--- src/sv/fplc_pkg.sv ---
package fplc_pkg;

    // Default timer rate
    localparam int TICKS_PER_SECOND_DEFAULT = 4000000;

    // Configuration register indexes
    localparam logic CFG_LEAN_PRESSURE = 1'b0;
    localparam logic CFG_LEAN_LAMBDA   = 1'b1;

    // Configuration reset values
    localparam logic [11:0] LEAN_PRESSURE_RESET = 12'd1500;
    localparam logic [11:0] LEAN_LAMBDA_RESET   = 12'd850;

    // Stream widths
    localparam int S_TDATA_W = 128;
    localparam int M_TDATA_W = 8;

    // Lamp levels, ordered by priority
    typedef enum logic [1:0] {
        LAMP_NONE   = 2'd0,
        LAMP_STEADY = 2'd1,
        LAMP_SLOW   = 2'd2,
        LAMP_FAST   = 2'd3
    } lamp_level_t;

    // One engine update
    typedef struct packed {
        logic        any_sensor_fault;
        logic [11:0] lambda_reading;
        logic [11:0] manifold_pressure;
        logic        position_valid;
        logic [31:0] window_end;
        logic [31:0] window_start;
        logic        rpm_valid;
        logic [31:0] now_ticks;
    } engine_item_t;

    // Lean detection limits
    typedef struct packed {
        logic [11:0] lean_pressure_limit;
        logic [11:0] lean_lambda_limit;
    } lean_cfg_t;

endpackage

--- src/sv/fplc_state.sv ---
module fplc_state #(
    parameter int TICKS_PER_SECOND = fplc_pkg::TICKS_PER_SECOND_DEFAULT
) (
    input  logic                    aclk,
    input  logic                    aresetn,
    input  logic                    upd,
    input  fplc_pkg::engine_item_t  item,
    input  fplc_pkg::lean_cfg_t     cfg,
    output logic                    pump_on,
    output fplc_pkg::lamp_level_t   level,
    output logic [31:0]             lamp_elapsed
);

    localparam logic [63:0] HoldRaw  = (64'(TICKS_PER_SECOND) * 64'd4000000) / 64'd1000000;
    localparam logic [63:0] OffRaw   = (64'(TICKS_PER_SECOND) * 64'd5000000) / 64'd1000000;
    localparam logic [63:0] ClearRaw = (64'(TICKS_PER_SECOND) * 64'd3000000) / 64'd1000000;
    localparam logic [31:0] HoldTicks  = HoldRaw[31:0];
    localparam logic [31:0] OffTicks   = OffRaw[31:0];
    localparam logic [31:0] ClearTicks = ClearRaw[31:0];

    logic [31:0]           last_on_reg, last_on_next;
    logic [31:0]           since_reg, since_next;
    fplc_pkg::lamp_level_t level_reg, level_next;
    fplc_pkg::lamp_level_t want, level_live;
    logic                  in_win;

    // Decoder validity window, wrapping when end lies below start
    always_comb begin
        if (item.window_end >= item.window_start) begin
            in_win = (item.now_ticks >= item.window_start) &&
                     (item.now_ticks <= item.window_end);
        end else begin
            in_win = (item.now_ticks >= item.window_start) ||
                     (item.now_ticks <= item.window_end);
        end
    end

    // Pump hold
    always_comb begin
        last_on_next = last_on_reg;
        if (item.rpm_valid && in_win) begin
            last_on_next = item.now_ticks;
            pump_on      = 1'b1;
        end else if ((item.now_ticks - last_on_reg) < HoldTicks) begin
            pump_on      = 1'b1;
        end else begin
            last_on_next = item.now_ticks - OffTicks;
            pump_on      = 1'b0;
        end
    end

    // Lamp request by priority, expiry, then raise
    always_comb begin
        if ((item.manifold_pressure > cfg.lean_pressure_limit) &&
            (item.lambda_reading > cfg.lean_lambda_limit)) begin
            want = fplc_pkg::LAMP_FAST;
        end else if (!item.position_valid) begin
            want = fplc_pkg::LAMP_SLOW;
        end else if (item.any_sensor_fault) begin
            want = fplc_pkg::LAMP_STEADY;
        end else begin
            want = fplc_pkg::LAMP_NONE;
        end

        level_live = ((item.now_ticks - since_reg) > ClearTicks) ?
                     fplc_pkg::LAMP_NONE : level_reg;

        level_next = level_live;
        since_next = since_reg;
        if (want > level_live) begin
            level_next = want;
            since_next = item.now_ticks;
        end
    end

    assign level        = level_next;
    assign lamp_elapsed = item.now_ticks - since_next;

    always_ff @(posedge aclk) begin
        if (!aresetn) begin
            last_on_reg <= '0;
            since_reg   <= '0;
            level_reg   <= fplc_pkg::LAMP_NONE;
        end else if (upd) begin
            last_on_reg <= last_on_next;
            since_reg   <= since_next;
            level_reg   <= level_next;
        end
    end

endmodule

--- src/sv/fplc_blink_div.sv ---
module fplc_blink_div #(
    parameter int TICKS_PER_SECOND = fplc_pkg::TICKS_PER_SECOND_DEFAULT
) (
    input  logic                  aclk,
    input  logic                  aresetn,
    input  logic                  in_valid,
    output logic                  in_ready,
    input  logic [31:0]           in_elapsed,
    input  fplc_pkg::lamp_level_t in_level,
    input  logic                  in_pump,
    output logic                  out_valid,
    input  logic                  out_ready,
    output logic                  out_pump,
    output logic                  out_lamp
);

    // Blink periods in ticks, at least one tick
    localparam logic [63:0] SlowRaw = (64'(TICKS_PER_SECOND) * 64'd500000) / 64'd1000000;
    localparam logic [63:0] FastRaw = (64'(TICKS_PER_SECOND) * 64'd200000) / 64'd1000000;
    localparam logic [31:0] SlowP = (SlowRaw == 64'd0) ? 32'd1 : SlowRaw[31:0];
    localparam logic [31:0] FastP = (FastRaw == 64'd0) ? 32'd1 : FastRaw[31:0];
    // Reciprocals floor(2^32 / p): the estimate is the quotient or one less
    localparam logic [63:0] SlowMRaw = (64'd1 << 32) / 64'(SlowP);
    localparam logic [63:0] FastMRaw = (64'd1 << 32) / 64'(FastP);
    localparam logic [32:0] SlowM = SlowMRaw[32:0];
    localparam logic [32:0] FastM = FastMRaw[32:0];
    localparam int Stages = 5;

    logic [Stages-1:0] valid_reg, valid_next;
    logic [Stages-1:0] take;

    // Stage payloads
    logic [31:0]           d_reg  [Stages-1];
    fplc_pkg::lamp_level_t lvl_reg[Stages-1];
    logic                  pmp_reg[Stages-1];
    logic [47:0]           pp_lo_reg;
    logic [48:0]           pp_hi_reg;
    logic [31:0]           q_est_reg;
    logic                  q_lsb_reg;
    logic [31:0]           prod_reg;
    logic                  pump_reg, lamp_reg;

    logic [32:0] m_sel;
    logic [31:0] p_sel3, p_sel4;
    logic [49:0] q_sum;
    logic [31:0] rem;
    logic        q_odd;
    logic        lamp_next;

    // Bubble-collapsing handshake along the stages
    always_comb begin
        take[Stages-1] = !valid_reg[Stages-1] || out_ready;
        for (int k = Stages - 2; k >= 0; k--) begin
            take[k] = !valid_reg[k] || take[k+1];
        end
        valid_next[0] = take[0] ? in_valid : valid_reg[0];
        for (int k = 1; k < Stages; k++) begin
            if (take[k]) begin
                valid_next[k] = valid_reg[k-1];
            end else begin
                valid_next[k] = valid_reg[k];
            end
        end
    end

    assign in_ready  = take[0];
    assign out_valid = valid_reg[Stages-1];
    assign out_pump  = pump_reg;
    assign out_lamp  = lamp_reg;

    // Period and reciprocal selection
    assign m_sel  = (lvl_reg[0] == fplc_pkg::LAMP_FAST) ? FastM : SlowM;
    assign p_sel3 = (lvl_reg[2] == fplc_pkg::LAMP_FAST) ? FastP : SlowP;
    assign p_sel4 = (lvl_reg[3] == fplc_pkg::LAMP_FAST) ? FastP : SlowP;

    // Quotient estimate from the partial products
    assign q_sum = 50'(pp_hi_reg) + 50'(pp_lo_reg[47:16]);

    // Remainder correction, only the quotient's parity is kept
    assign rem   = d_reg[3] - prod_reg;
    assign q_odd = q_lsb_reg ^ (rem >= p_sel4);

    always_comb begin
        case (lvl_reg[3])
            fplc_pkg::LAMP_NONE:   lamp_next = 1'b0;
            fplc_pkg::LAMP_STEADY: lamp_next = 1'b1;
            default:               lamp_next = q_odd;
        endcase
    end

    always_ff @(posedge aclk) begin
        if (!aresetn) begin
            valid_reg <= '0;
        end else begin
            valid_reg <= valid_next;
        end
    end

    // Stage registers, each loaded when its stage takes
    always_ff @(posedge aclk) begin
        // Stage 0: capture elapsed time and sideband
        if (take[0]) begin
            d_reg[0]   <= in_elapsed;
            lvl_reg[0] <= in_level;
            pmp_reg[0] <= in_pump;
        end

        // Stage 1: elapsed times reciprocal, two partial products
        if (take[1]) begin
            pp_lo_reg  <= 48'(d_reg[0]) * 48'(m_sel[15:0]);
            pp_hi_reg  <= 49'(d_reg[0]) * 49'(m_sel[32:16]);
            d_reg[1]   <= d_reg[0];
            lvl_reg[1] <= lvl_reg[0];
            pmp_reg[1] <= pmp_reg[0];
        end

        // Stage 2: sum partial products into the quotient estimate
        if (take[2]) begin
            q_est_reg  <= q_sum[47:16];
            d_reg[2]   <= d_reg[1];
            lvl_reg[2] <= lvl_reg[1];
            pmp_reg[2] <= pmp_reg[1];
        end

        // Stage 3: estimate times period, low word only
        if (take[3]) begin
            prod_reg   <= q_est_reg * p_sel3;
            q_lsb_reg  <= q_est_reg[0];
            d_reg[3]   <= d_reg[2];
            lvl_reg[3] <= lvl_reg[2];
            pmp_reg[3] <= pmp_reg[2];
        end

        // Stage 4: result register
        if (take[4]) begin
            pump_reg <= pmp_reg[3];
            lamp_reg <= lamp_next;
        end
    end

endmodule

--- src/sv/fuel_pump_and_warning_lamp_control.sv ---
// Fuel pump and check-engine lamp control. Each engine update on the s_ stream
// gives one transfer on the m_ stream with the pump and lamp drive levels. The
// block takes one update per clock cycle sustained while the m_ stream does
// not stall. Each update passes the input register, the state update, then
// a reciprocal-multiply divider that finds the blink phase. Pump and lamp
// state live in one register set updated as each update leaves the input
// register, so back-to-back updates see each other's state. The user must
// write the two lean limits through the cfg_ port only while no update is in
// flight; the block itself does not enforce it.
module fuel_pump_and_warning_lamp_control #(
    parameter int TICKS_PER_SECOND = fplc_pkg::TICKS_PER_SECOND_DEFAULT
) (
    input  logic                           aclk,
    input  logic                           aresetn,
    // Engine updates
    input  logic                           s_tvalid,
    output logic                           s_tready,
    // now_ticks[31:0], rpm_valid[32], window_start[64:33], window_end[96:65],
    // position_valid[97], manifold_pressure[109:98], lambda_reading[121:110],
    // any_sensor_fault[122], zero[127:123]
    input  logic [fplc_pkg::S_TDATA_W-1:0] s_tdata,
    // Drive levels
    output logic                           m_tvalid,
    input  logic                           m_tready,
    // pump_on[0], lamp_on[1], zero[7:2]
    output logic [fplc_pkg::M_TDATA_W-1:0] m_tdata,
    // Configuration writes
    input  logic                           cfg_wr_en,
    input  logic                           cfg_index,
    input  logic [11:0]                    cfg_wdata
);

    fplc_pkg::lean_cfg_t    cfg_reg;
    fplc_pkg::engine_item_t item_reg;
    logic                   item_valid_reg;

    logic                   div_ready;
    logic                   upd;
    logic                   pump_on;
    fplc_pkg::lamp_level_t  level;
    logic [31:0]            lamp_elapsed;
    logic                   out_pump, out_lamp;

    // Configuration registers
    always_ff @(posedge aclk) begin
        if (!aresetn) begin
            cfg_reg.lean_pressure_limit <= fplc_pkg::LEAN_PRESSURE_RESET;
            cfg_reg.lean_lambda_limit   <= fplc_pkg::LEAN_LAMBDA_RESET;
        end else if (cfg_wr_en) begin
            case (cfg_index)
                fplc_pkg::CFG_LEAN_PRESSURE: cfg_reg.lean_pressure_limit <= cfg_wdata;
                fplc_pkg::CFG_LEAN_LAMBDA:   cfg_reg.lean_lambda_limit   <= cfg_wdata;
                default: ;
            endcase
        end
    end

    // Input register
    assign upd      = item_valid_reg && div_ready;
    assign s_tready = !item_valid_reg || div_ready;

    always_ff @(posedge aclk) begin
        if (!aresetn) begin
            item_valid_reg <= 1'b0;
        end else if (s_tready) begin
            item_valid_reg <= s_tvalid;
        end
    end

    always_ff @(posedge aclk) begin
        if (s_tready) begin
            item_reg <= s_tdata[$bits(fplc_pkg::engine_item_t)-1:0];
        end
    end

    fplc_state #(
        .TICKS_PER_SECOND (TICKS_PER_SECOND)
    ) u_state (
        .aclk         (aclk),
        .aresetn      (aresetn),
        .upd          (upd),
        .item         (item_reg),
        .cfg          (cfg_reg),
        .pump_on      (pump_on),
        .level        (level),
        .lamp_elapsed (lamp_elapsed)
    );

    fplc_blink_div #(
        .TICKS_PER_SECOND (TICKS_PER_SECOND)
    ) u_blink_div (
        .aclk       (aclk),
        .aresetn    (aresetn),
        .in_valid   (item_valid_reg),
        .in_ready   (div_ready),
        .in_elapsed (lamp_elapsed),
        .in_level   (level),
        .in_pump    (pump_on),
        .out_valid  (m_tvalid),
        .out_ready  (m_tready),
        .out_pump   (out_pump),
        .out_lamp   (out_lamp)
    );

    assign m_tdata = {(fplc_pkg::M_TDATA_W - 2)'(0), out_lamp, out_pump};

endmodule

--- config.mk ---
export PLATFORM = sky130hd
export DESIGN_NAME = fuel_pump_and_warning_lamp_control
export DESIGN_NICKNAME = d
export VERILOG_FILES = /design/src/sv/fplc_pkg.sv /design/src/sv/fplc_state.sv /design/src/sv/fplc_blink_div.sv /design/src/sv/fuel_pump_and_warning_lamp_control.sv
export SDC_FILE = /design/constraint.sdc
export NUM_CORES = 2
export LEC_CHECK = 0
export BUFFER_PORTS_ARGS = -buffer_cell sky130_fd_sc_hd__buf_4
export CELL_PAD_IN_SITES_DETAIL_PLACEMENT = 0
export CELL_PAD_IN_SITES_GLOBAL_PLACEMENT = 1
export CORE_ASPECT_RATIO = 1.75
export CORE_MARGIN = 1
export CORE_UTILIZATION = 55
export CTS_CLUSTER_SIZE = 40
export DETAILED_ROUTE_END_ITERATION = 16
export PLACE_DENSITY = 0.95
export SLEW_MARGIN = 5
export SYNTH_ARGS = -nofsm -noshare
export SYNTH_HDL_FRONTEND = slang
export SYNTH_SLANG_ARGS = --single-unit
--- constraint.sdc ---
create_clock -name aclk -period 19.91 [get_ports aclk]
set_input_delay 3.982 -clock aclk [delete_from_list [all_inputs] [get_ports aclk]]
set_output_delay 3.982 -clock aclk [all_outputs]
set_load 0.02 [all_outputs]
# Word level (Yosys, flattened, before mapping)
# Memory sizes are Yosys's and may differ from the RTL's. A register that Yosys moved wholly into a read port is not among the register bits.
# Cells that the tools add are included.
[classes]
order_cmp = 9
mul = 3
n_reduce_logical = 21
n_bitwise = 2
n_mux = 23
n_eq_ne = 5
add_sub_neg = 6
[op_table]
columns = ["op", "count"]
rows = [
  ["subtractor 32 bit", 4],
  [">= comparator 32 bit", 3],
  ["two-way mux 32 bit", 3],
  ["adder 48 x 32 -> 48 bit", 1],
  ["multiplier 32 x 16 -> 48 bit", 1],
  ["two-way mux 21 bit", 2],
  ["multiplier 32 x 1 -> 33 bit (second input constant)", 1],
  ["greater-than comparator 32 x 24 -> 1 bit (second input constant)", 1],
  ["less-or-equal comparator 32 bit", 1],
  ["< comparator 32 x 24 -> 1 bit (second input constant)", 1],
  ["multiplier 32 x 32 -> 32 bit", 1],
  ["subtractor 32 x 25 -> 32 bit (second input constant)", 1],
  ["greater-than comparator 12 bit", 2],
  ["two-way mux 13 bit", 1],
  ["two-way mux 1 bit", 12],
  ["two-way mux 2 bit", 4],
  ["logical OR 1 bit", 7],
  ["== test 2 bit (second input constant)", 3],
  ["zero test 1 bit", 6],
  ["AND reduction 2 bit", 3],
  ["logical AND 1 bit", 4],
  ["== test 2 x 1 -> 1 bit (second input constant)", 1],
  ["greater-than comparator 2 bit", 1],
  ["zero test 2 bit", 1],
  ["other kinds (4)", 4],
]
[totals]
regBits = 381
mem_bits_rw = 140
memories = 3
in_bits = 146
wordCells = 97
[mem_list]
columns = ["name", "words", "word_bits", "read_ports", "rd_ports_with_merged_regs", "write_ports", "line", "text"]
rows = [
  ["u_blink_div.d_reg", 4, 32, 4, 0, 4, "fplc_blink_div.sv:33", "logic [31:0] d_reg [Stages-1];"],
  ["u_blink_div.lvl_reg", 4, 2, 4, 0, 4, "fplc_blink_div.sv:34", "fplc_pkg::lamp_level_t lvl_reg[Stages-1];"],
  ["u_blink_div.pmp_reg", 4, 1, 4, 1, 4, "fplc_blink_div.sv:35", "logic pmp_reg[Stages-1];"],
]

# Logic depth before layout (Yosys ltp)
[logic_depth]
depth_word = 8
mapped_depth = 33
depth_no_buf = 32

# By module
# From an unflattened synthesis, not the netlist that was laid out.
[unflattened]
cells_unflattened = 3726
area_unflattened_um2 = 37221.9
[by_module_without_submodules]
columns = ["module", "seq_area_each_um2", "area_per_inst_um2", "cells_each", "instances"]
rows = [
  ["fplc_blink_div", 5925.7, 20224.4, 1777, 1],
  ["fplc_state", 1321.3, 12226.7, 1705, 1],
  ["fuel_pump_and_warning_lamp_control", 4194.0, 4770.8, 244, 1],
]

# Least setup slack after synthesis
# OpenSTA, ideal clock, no wires.
[synth_path]
path_type = "input port to output port"
start = "input m_tready"
end = "output s_tready"
n_path_buf = 0
t_arrival_ns = 7.198
path_stages = 4
setup_slack_ns = 8.730
path_cell_list = "nor2b_1 -> and3_1 -> and3_1 -> nand2_1"
[synth_between]
elab_chain_len = 6
[synth_lines]
columns = ["item", "line", "text"]
rows = [
  ["start: declaration", "fuel_pump_and_warning_lamp_control.sv:24", "input logic m_tready,"],
  ["logical OR 1 bit", "fplc_blink_div.sv:52", "take[Stages-1] = !valid_reg[Stages-1] || out_ready;"],
  ["logical OR 1 bit (4 in series)", "fplc_blink_div.sv:54", "take[k] = !valid_reg[k] || take[k+1];"],
  ["logical OR 1 bit", "fuel_pump_and_warning_lamp_control.sv:60", "assign s_tready = !item_valid_reg || div_ready;"],
  ["end: declaration", "fuel_pump_and_warning_lamp_control.sv:17", "output logic s_tready,"],
]
# No other way between the ends.

==> impl_metrics.csv <==
group,metric,value,unit
logic_synthesis,synth_top_area_frac,0.267,
global_route,grt_usage,0.249,
clock_tree,cts_buffers,39,
floorplan,io_pins,156,
sta,fin_crit_sh,0.479,
sta,report.final.setup_viol,0,
layout,fin_nets,4521,
run,maxCapViolations,0,
clock_tree,clock_latency,0.56,ns
global_route,gr-total-overflow,0,
clock_tree,cts_root_buffer,"clkbuf_16",
drt,vias_per_cell,5.72,
layout,syn2layout_area_growth,9.06,%
worst_setup_path,critical_path_arrival,9.94,ns
worst_setup_path,critPathSlowestCell,"a2111oi_0",
worst_setup_path,start_kind,"register",
global_route,first_global_vias,27100,
clock_tree,cts.reportedPaths.clkPinSlew,0.07,ns
logic_synthesis,synth.avg_cell_area,10.6,sq um
clock_tree,h-tree-depth,2,
hold_path,hold_class,"reg -> reg",
worst_setup_path,crit_family,"compound AO/OA/AOI/OAI gates",
worst_setup_path,path_class,"reg -> reg",
drt,drc,0,
worst_setup_path,path_buf_inv,2,
logic_synthesis,synth_edf_count,321,
placement,routabilityCongestion,0.946,
sta,fin_setup_tns,0,ns
layout,final_area,39300,sq um
logic_synthesis,yosysTopAreaCell,"edfxtp_1",
logic_synthesis,yosys-top-cells-area,"edfxtp_1 27%, ha_1 18%, fa_1 16%, dfxtp_1 5.3%, inv_1 4.9%",
layout,drive_above_1_share,0.0757,
floorplan,start_util,0.559,
logic_synthesis,ys_ff_latch,417,
clock_tree,cts.sinks,417,
sta,finalHoldViolCount,0,
worst_setup_path,cp-end-kind,"register",
placement,dp_hpwl,66100,microns
worst_setup_path,path_max_fanout,24,
clock_tree,post_cts_resized,0,
sta,period_minus_slack,9.53,ns
drt,drt_first_pass_iters,7,
logic_synthesis,ys_seq_area_frac,0.321,
worst_setup_path,required,20.32,ns
floorplan,die_y,341,microns
drt,wl,80100,microns
clock_tree,holdBufCountCts,0,
layout,fillers,5162,
drt,wl_per_cell,18.2,microns
clock_tree,cts_tree,"built",
clock_tree,cts_buffer_depth,3,
logic_synthesis,yosys_warnings,0,
floorplan,core.rowCount,123,
worst_setup_path,slowest_delay,1.02,ns
drt,drt_iter0_markers,940,
sta,max_freq,0.105,GHz
floorplan,die_w,196,microns
drt,vias,25100,
logic_synthesis,synthFlopType,"edfxtp_1",
logic_synthesis,synth_cell_types,85,
sta,worst_pin_slew,1.18,ns
global_route,grt_pass1_wl,130000,microns
logic_synthesis,async_flop_share,0,
floorplan,coreArea,64500,sq um
outcome,status,"finished clean",
placement,placed_area,38000,sq um
global_route,antenna_found_initial,1,
clock_tree,post_cts_buffers,0,
placement,portBuffers,144,
floorplan,dieArea,66600,sq um
logic_synthesis,synthCells,3403,
sta,clock_skew,0.0302,ns
layout,largest_reg_flops,128,
sta,rsz0062_at_grt,"no",
sta,slew_violations,0,
drt,ant_nets,0,
logic_synthesis,syn_area,36100,sq um
global_route,grt_max_degree,77,
sta,max_slew_margin,0.194,
-- worst paths after layout --
check | slack [ns] | cells after the start | endpoint | start
max reg2reg | 10.38 | 31 | u_blink_div.d_reg[0][30]$_DFFE_PP_ | item_reg[3]$_DFFE_PP_
min | 0.42 | 0 | u_blink_div.d_reg[2][22]$_DFFE_PP_ | u_blink_div.d_reg[1][22]$_DFFE_PP_
min reg2reg | 0.42 | 0 | u_blink_div.d_reg[2][22]$_DFFE_PP_ | u_blink_div.d_reg[1][22]$_DFFE_PP_
max | 10.38 | 31 | u_blink_div.d_reg[0][30]$_DFFE_PP_ | item_reg[3]$_DFFE_PP_
-- routing by layer --
metal / GRT usage / up-vias / share of wire
met5: 0 / - / 0
met4: 0.195 / 0 / 0.085
met3: 0.0201 / 302 / 0.023
met2: 0.489 / 550 / 0.56
met1: 0.232 / 12100 / 0.33
li1: - / 12200 / -
-- cells in the mapped netlist, types with 13 or more instances --
master,n
ha_1,527
inv_1,466
edfxtp_1,321
fa_1,297
nand2_1,219
a21oi_1,203
nor2_1,134
o21ai_0,109
dfxtp_1,96
clkbuf_1,88
a21o_1,81
xnor2_1,71
mux2i_1,65
and3_1,63
a211oi_1,57
nor3_1,54
nand3_1,47
nand2b_1,45
and2_1,38
o21a_1,37
nor2b_1,35
xor2_1,32
nand4_1,29
o211ai_1,29
or3_1,27
or2_2,23
o31a_1,16
a31oi_1,14
o21bai_1,14
o31ai_1,13
-- per-stage QoR --
stage          utilization  cells  hold slack, ns  setup slack [ns]
2_1_floorplan            -   3454           0.400              8.73
3_3_place_gp         0.589   4322           0.400             10.41
3_5_place_dp         0.589   4322           0.405             10.35
5_1_grt              0.610   4393           0.424             10.04
6_report             0.610   4393           0.417             10.38
4_1_cts              0.610   4392           0.417             10.35
-- cell type report --
type,instances,area (sq um),share of cell area
Sequential cell,417,11600,0.294
Clock inverter,19,215,0.00547
Timing Repair Buffer,159,1190,0.0304
Inverter,467,1750,0.0446
Tap cell,812,1020,0.0258
Antenna cell,1,2.50,0.0000636
Clock buffer,51,1090,0.0278
Multi-Input combinational cell,2467,22500,0.572
-- cells in the final DEF, fill, tap and decap left out, types with 29 or more instances in the layout --
cell type and instances:
ha_1 527, inv_1 465, edfxtp_1 321, fa_1 297
nand2_1 215, a21oi_1 203, buf_4 159, nor2_1 134
o21ai_0 109, dfxtp_1 96, a21o_1 81, xnor2_1 71
mux2i_1 65, and3_1 63, a211oi_1 57, nor3_1 54
conb_1 53, nand3_1 47, nand2b_1 45, clkbuf_16 42
and2_1 37, o21a_1 37, nor2b_1 35, xor2_1 32
nand4_1 29, o211ai_1 29
-- kinds of logic (layout without fill, tap and decap cells) --
group | Yosys count | in the layout | share of synthesized area
AO/OA/AOI/OAI | 673 | 673 | 0.123
XOR/XNOR | 103 | 103 | 0.0250
adder cells (fa/ha/maj) | 824 | 824 | 0.348
buffers and inverters | 570 | 696 | 0.0618
flip-flops | 417 | 417 | 0.321
multiplexers | 66 | 66 | 0.0184
other | 2 | 54 | 0.000208
AND/OR/NAND/NOR | 748 | 748 | 0.103
Power is left out: the tool's default activity adds up to more than one toggle a clock period on the data nets, which glitch-free logic cannot reach.
